`src/hw/rtl/msld_pkg.sv`:
```
// Package for the magic-word sync, length-prefixed deframer.
// Holds the shared constants, the byte kind codes and the result record.
// No dependencies.
`timescale 1ns / 1ps

package msld_pkg;

    typedef logic [8:0] t_count;
    typedef logic [7:0] t_byte;

    localparam logic [31:0] SYNC_WORD_RESET = 32'hF6A8885A;
    localparam t_count      WINDOW_BYTES    = 9'd4;
    localparam t_count      HEADER_BYTES    = 9'd8;
    localparam t_count      TYPE_POS        = WINDOW_BYTES + 9'd1;
    localparam t_count      SIZE_POS        = WINDOW_BYTES + 9'd2;
    localparam t_count      MAX_PAYLOAD     = 9'd255;

    typedef enum logic [1:0] {
        KIND_SYNC    = 2'd0,
        KIND_HEADER  = 2'd1,
        KIND_PAYLOAD = 2'd2
    } t_byte_kind;

    typedef struct packed {
        t_byte_kind byte_kind;
        t_byte      payload_byte;
        t_byte      payload_offset;
        t_byte      frame_type;
        t_byte      frame_size;
        logic       frame_end;
    } t_result;

endpackage

```
`src/hw/rtl/msld_frame_core.sv`:
```
// Frame tracking core: sync window, byte counter and held header fields.
// Produces the description of one byte and updates the state when enabled.
// Depends on msld_pkg.
`timescale 1ns / 1ps

module msld_frame_core
    import msld_pkg::*;
(
    input  logic        i_clk,
    input  logic        i_rst_n,
    input  logic        i_en,
    input  t_byte       i_rx_byte,
    input  logic [31:0] i_sync_word,
    output t_result     o_result
);

    logic [31:0] r_window;
    t_count      r_count;
    t_byte       r_type;
    t_byte       r_size;

    logic [31:0] n_window;
    t_count      n_count;
    t_byte       n_type;
    t_byte       n_size;
    t_count      count_inc;
    t_count      offset_full;

    assign count_inc   = r_count + 9'd1;
    assign offset_full = count_inc - HEADER_BYTES - 9'd1;

    always_comb begin
        n_window = r_window;
        n_count  = count_inc;
        n_type   = r_type;
        n_size   = r_size;
        o_result = '0;
        if (r_count < WINDOW_BYTES) begin
            n_window = {i_rx_byte, r_window[31:8]};
            if (count_inc == WINDOW_BYTES) begin
                if (n_window != i_sync_word) begin
                    n_count = WINDOW_BYTES - 9'd1;
                end else begin
                    n_type = '0;
                    n_size = '0;
                end
            end
            o_result.byte_kind = KIND_SYNC;
        end else begin
            if (count_inc <= HEADER_BYTES) begin
                o_result.byte_kind = KIND_HEADER;
                if (count_inc == TYPE_POS) begin
                    n_type = i_rx_byte;
                end else if (count_inc == SIZE_POS) begin
                    if ({1'b0, i_rx_byte} > MAX_PAYLOAD) begin
                        n_size = MAX_PAYLOAD[7:0];
                    end else begin
                        n_size = i_rx_byte;
                    end
                end
            end else begin
                o_result.byte_kind      = KIND_PAYLOAD;
                o_result.payload_byte   = i_rx_byte;
                o_result.payload_offset = offset_full[7:0];
            end
            if (count_inc >= HEADER_BYTES && count_inc == ({1'b0, n_size} + HEADER_BYTES)) begin
                o_result.frame_end = 1'b1;
                n_count            = '0;
            end
        end
        o_result.frame_type = n_type;
        o_result.frame_size = n_size;
    end

    always_ff @(posedge i_clk) begin
        if (!i_rst_n) begin
            r_window <= '0;
            r_count  <= '0;
            r_type   <= '0;
            r_size   <= '0;
        end else if (i_en) begin
            r_window <= n_window;
            r_count  <= n_count;
            r_type   <= n_type;
            r_size   <= n_size;
        end
    end

endmodule

```
`src/hw/rtl/magic_sync_length_deframer.sv`:
```
// Magic-word sync, length-prefixed deframer: one received byte per input
// transaction, one result transaction per byte. The block accepts a byte in
// every cycle while o_in_stall is low. An accepted byte waits in the input
// register while the frame core compares the four-byte window and steps the
// byte counter; its description is then captured in the result register, or
// in the skid entry when the result register is still held by a stall.
// A two-entry result buffer lets input continue while a result waits, and
// input stalls only once that buffer and the input register are all full.
// The sync word register should be written only while no byte is in flight.
`timescale 1ns / 1ps

module magic_sync_length_deframer
    import msld_pkg::*;
(
    input  logic        i_clk,
    input  logic        i_rst_n,
    input  logic        i_cfg_valid,
    output logic        o_cfg_ready,
    input  logic [31:0] i_cfg_sync_word,
    input  logic        i_in_valid,
    output logic        o_in_stall,
    input  logic [7:0]  i_rx_byte,
    output logic        o_out_valid,
    input  logic        i_out_stall,
    output logic [1:0]  o_byte_kind,
    output logic [7:0]  o_payload_byte,
    output logic [7:0]  o_payload_offset,
    output logic [7:0]  o_frame_type,
    output logic [7:0]  o_frame_size,
    output logic        o_frame_end
);

    logic [31:0] r_sync_word;
    logic        r_in_valid;
    t_byte       r_in_byte;
    logic        r_out_valid;
    t_result     r_out;
    logic        r_skid_valid;
    t_result     r_skid;

    logic        in_accept;
    logic        go;
    logic        drain;
    t_result     core_result;

    assign o_cfg_ready = 1'b1;
    assign o_in_stall  = r_in_valid & r_skid_valid;
    assign in_accept   = i_in_valid & ~o_in_stall;
    assign go          = r_in_valid & ~r_skid_valid;
    assign drain       = r_out_valid & ~i_out_stall;

    msld_frame_core u_core (
        .i_clk       (i_clk),
        .i_rst_n     (i_rst_n),
        .i_en        (go),
        .i_rx_byte   (r_in_byte),
        .i_sync_word (r_sync_word),
        .o_result    (core_result)
    );

    always_ff @(posedge i_clk) begin
        if (!i_rst_n) begin
            r_sync_word <= SYNC_WORD_RESET;
        end else if (i_cfg_valid && o_cfg_ready) begin
            r_sync_word <= i_cfg_sync_word;
        end
    end

    always_ff @(posedge i_clk) begin
        if (!i_rst_n) begin
            r_in_valid <= 1'b0;
        end else begin
            r_in_valid <= in_accept | (r_in_valid & ~go);
        end
    end

    always_ff @(posedge i_clk) begin
        if (in_accept) begin
            r_in_byte <= i_rx_byte;
        end
    end

    always_ff @(posedge i_clk) begin
        if (!i_rst_n) begin
            r_out_valid  <= 1'b0;
            r_skid_valid <= 1'b0;
        end else if (r_skid_valid) begin
            if (drain) begin
                r_out        <= r_skid;
                r_skid_valid <= 1'b0;
            end
        end else if (go) begin
            if (!r_out_valid || drain) begin
                r_out       <= core_result;
                r_out_valid <= 1'b1;
            end else begin
                r_skid       <= core_result;
                r_skid_valid <= 1'b1;
            end
        end else if (drain) begin
            r_out_valid <= 1'b0;
        end
    end

    assign o_out_valid      = r_out_valid;
    assign o_byte_kind      = r_out.byte_kind;
    assign o_payload_byte   = r_out.payload_byte;
    assign o_payload_offset = r_out.payload_offset;
    assign o_frame_type     = r_out.frame_type;
    assign o_frame_size     = r_out.frame_size;
    assign o_frame_end      = r_out.frame_end;

endmodule

```
`config.mk`:
```
export PLATFORM = sky130hd
export DESIGN_NAME = magic_sync_length_deframer
export DESIGN_NICKNAME = d
export VERILOG_FILES = /design/src/hw/rtl/msld_pkg.sv /design/src/hw/rtl/msld_frame_core.sv /design/src/hw/rtl/magic_sync_length_deframer.sv
export SDC_FILE = /design/constraint.sdc
export NUM_CORES = 1
export LEC_CHECK = 0
export ABC_CLOCK_PERIOD_IN_PS = 5500
export BUFFER_PORTS_ARGS = -buffer_cell sky130_fd_sc_hd__buf_2
export CAP_MARGIN = 25
export CORE_MARGIN = 1
export CORE_UTILIZATION = 50
export DETAILED_ROUTE_END_ITERATION = 8
export PLACE_DENSITY = 0.7
export SLEW_MARGIN = 20
export SYNTH_ARGS = -nofsm -noshare
export SYNTH_HDL_FRONTEND = slang
export SYNTH_SLANG_ARGS = --single-unit
```
`constraint.sdc`:
```
create_clock -name i_clk -period 5.5 [get_ports i_clk]
set_input_delay 0.55 -clock i_clk [delete_from_list [all_inputs] [get_ports i_clk]]
set_output_delay 0.55 -clock i_clk [all_outputs]
set_load 0.05 [all_outputs]
```
==> results.md <==
- Pwr/cell area: 327 nW/um^2
- WS Path Type: flop to flop
- Final worst path period share: 91.2%
- Setup crit end kind: flop
- CTS tree: yes
- LEAKAGE: 3.32 nW
- RSZ-0062 raised after global routing: false
- H-Tree Level Count: 4
- Routed len/inst: 16.8 microns
- Vias: 5,164
- Setup TNS: 0 ps
- Slowest stage delay, CP: 530 ps
- Worst Hold Path Cells: 1
- Worst Tran Pin Value: 942 ps
- RR Startpoint: u_core.r_count[1]
- Diodes inserted: 0
- Synth Register Bits: 162
- Avg Synthesized Cell Area: 10.7 sq um
- PostCTS Resize Cnt: 0
- Critical-path cell list: ha_1, nand4_1, or4_4, and3_4, nor3_4, mux2_2, ha_1, xnor3_1, xnor2_1, nor4_1, a21oi_1, nor4_1, o2111ai_1, a32o_1, and2_1
- Drt total wl: 15.7 mm
- GPL Wtd Cong: 0.862
- Total CTS buffers: 17
- DRT iter0 DRCs: 429
- Final Critical Period: 5020 ps
- Core ar.: 14,000 sq um
- Routed Antenna Nets: 0
- Crit-path slowest cell: or4_4
- Synth Instances: 680
- Clock tree buffer depth: 2
- Die area: 15,000 sq um
- Crit-path leading delay family: simple AND/OR/NAND/NOR gates
- PortBufs: 81
- Most common cell in the synthesized netlist: nand2_1
- Postcts setup bufs: 0
- Relative slew margins: 37.1%
- Hold Path Sink: r_in_byte[0]
- Crit start category: flop
- Top FF cell, synth: dfxtp_1
- FFs w/ async S/R, synth: 0%
- Sequential element share of the synthesized area: 55.3%
- WP buf/inv: 0
- Synth top cells by count: nand2_1, dfxtp_1, edfxtp_1
- Final instance area: 8420 sq um
- Initial antenna violation count: 0
- Post-synth cell types: 56
- Area after DPL: 7770 sq um
- Crit path from: u_core.r_count[1]
- Share of the synthesized area in the top cell type: 32.2%
- GRT Residual Overflow: 0
- Setup violators final: 0
- Upper clock frequency limit: 0.199 GHz
- Final Max Slew Viols: 0
- Synth area leaders: edfxtp_1, dfxtp_1, nand2_1
- CP Max Fanout: 11
- Area growth syn-to-layout: 15.7%
- Worst vdd ir: 0.201 mV
- Die width: 123 microns
- CTS root buffer: clkbuf_16
- Gr usage total: 22.3%
- Vias in the first global route: 4,877
- Die height: 123 microns
- Crit path arrival time: 5340 ps
- First-pass GRT wire length: 25.2 mm
- Initial Utilization: 51.8%
- Leading area contributor after synthesis: edfxtp_1
- Final nets: 795
- Share of layout cells above drive strength 1: 20.9%
- Post-layout util: 59.9%
- Hold Crit Class: input port to flop
- Reg2Reg Setup Slack: 480 ps
- Mapped Nets: 732
- Number of synthesized flops with an enable pin: 78
- Post-DP HPWL: 10.8 mm
- R2R Path End: u_core.r_count[2]
- Drt via density: 5.52
- Max-Cap Viols: 0
- Post-CTS Hold Buffers: 0
- Hold Startpoint: i_rx_byte[0]
- Clock transition at path regs: 60 ps
- Outcome: complete, no violations
- Top Ports: 83
- Clock sink total: 162
- Fin. Hold Viols: 0
- Row cnt: 43
- Worst-case reg-to-reg path depth: 15
- Clock skew: 8.96 ps
- Worst skew pair latency: 430 ps
- DRC Markers: 0
- Syn. warnings: 0
- Worst Path Required: 5830 ps
- Post-synthesis cell area: 7280 sq um
- Largest net degree at the start of global routing: 64
- DRT Pass-1 Iters: 5
-- worst register-to-register path: stages, from the launching register on --
cell and delay [ps]:
dfxtp_1 450, ha_1 370, nand4_1 210, or4_4 530, and3_4 230, nor3_4 360
mux2_2 400, ha_1 220, xnor3_1 390, xnor2_1 140, nor4_1 270, a21oi_1 70
nor4_1 210, o2111ai_1 520, a32o_1 400, and2_1 150
-- worst max-delay path by stage --
stage	endpoint	cells past startpoint	slack, ps
5_1_grt	u_core.r_count[2]	15	200
4_1_cts	u_core.r_count[2]	15	530
6_report	u_core.r_count[2]	15	480
3_3_place_gp	u_core.r_count[2]	15	650
3_5_place_dp	u_core.r_count[2]	15	550
2_1_floorplan	u_core.r_count[3]	18	1270
-- placed cells by master, fill, tap and decap left out, drive strengths merged, types with 18 or more instances in the layout --
cell type,count
edfxtp,78
buf,89
dfxtp,84
mux2i,34
a21oi,34
nor2,60
mux2,27
nand2,94
o21ai,18
xor2,36
-- per-layer routing --
metal  global-route usage, %  wire length, microns
met1                    28.3                  7100
met2                    35.9                  7540
met3                    4.65                   651
met5                       0                     0
met4                    11.1                   463
-- layout make-up --
class / count / area, sq um
Clock buffer: 17 / 425
Timing Repair Buffer: 89 / 475
Inverter: 12 / 45.0
Multi-Input combinational cell: 461 / 3020
Clock inverter: 15 / 203
Tap cell: 180 / 225
Sequential cell: 162 / 4030
Fill cell: 1172 / 5620
-- cells by family after synthesis --
family,synth area share (%)
AO/OA/AOI/OAI,9.82
XOR/XNOR,6.43
adder cells (fa/ha/maj),1.20
buffers and inverters,3.30
flip-flops,55.3
multiplexers,8.91
other,0.0515
AND/OR/NAND/NOR,15.0
-- per-stage QoR --
| stage | total power (W) | hold WS, ps | instances | setup slack (ps) |
|---|---|---|---|---|
| 6_report | 0.00275 | 297 | 936 | 482 |
| 5_1_grt | 0.00284 | 284 | 936 | 200 |
| 4_1_cts | 0.00277 | 281 | 935 | 527 |
| 3_5_place_dp | 0.00152 | 461 | 903 | 552 |
| 3_3_place_gp | 0.00152 | 454 | 902 | 654 |
| 2_1_floorplan | 0.00147 | 448 | 680 | 1270 |
-- sequential cells by signal, indices dropped and copies added, names as in the netlist --
signal            cells
r_skid               35
r_sync_word          32
u_core.r_window      24
u_core.r_count        9
o_frame_size          8
o_frame_type          8
o_payload_byte        8
o_payload_offset      8
r_in_byte             8
u_core.r_size         8
u_core.r_type         8
o_byte_kind           2
o_frame_end           1
o_out_valid           1
r_in_valid            1
r_skid_valid          1
-- where the power goes --
part / internal [W] / switching (W) / total, W
clock network: 0.000764 / 0.000491 / 0.00125
logic: 0.0000624 / 0.000107 / 0.000169
registers: 0.00129 / 0.0000353 / 0.00133
total: 0.00212 / 0.000633 / 0.00275
(Power assumes the default switching activity.)
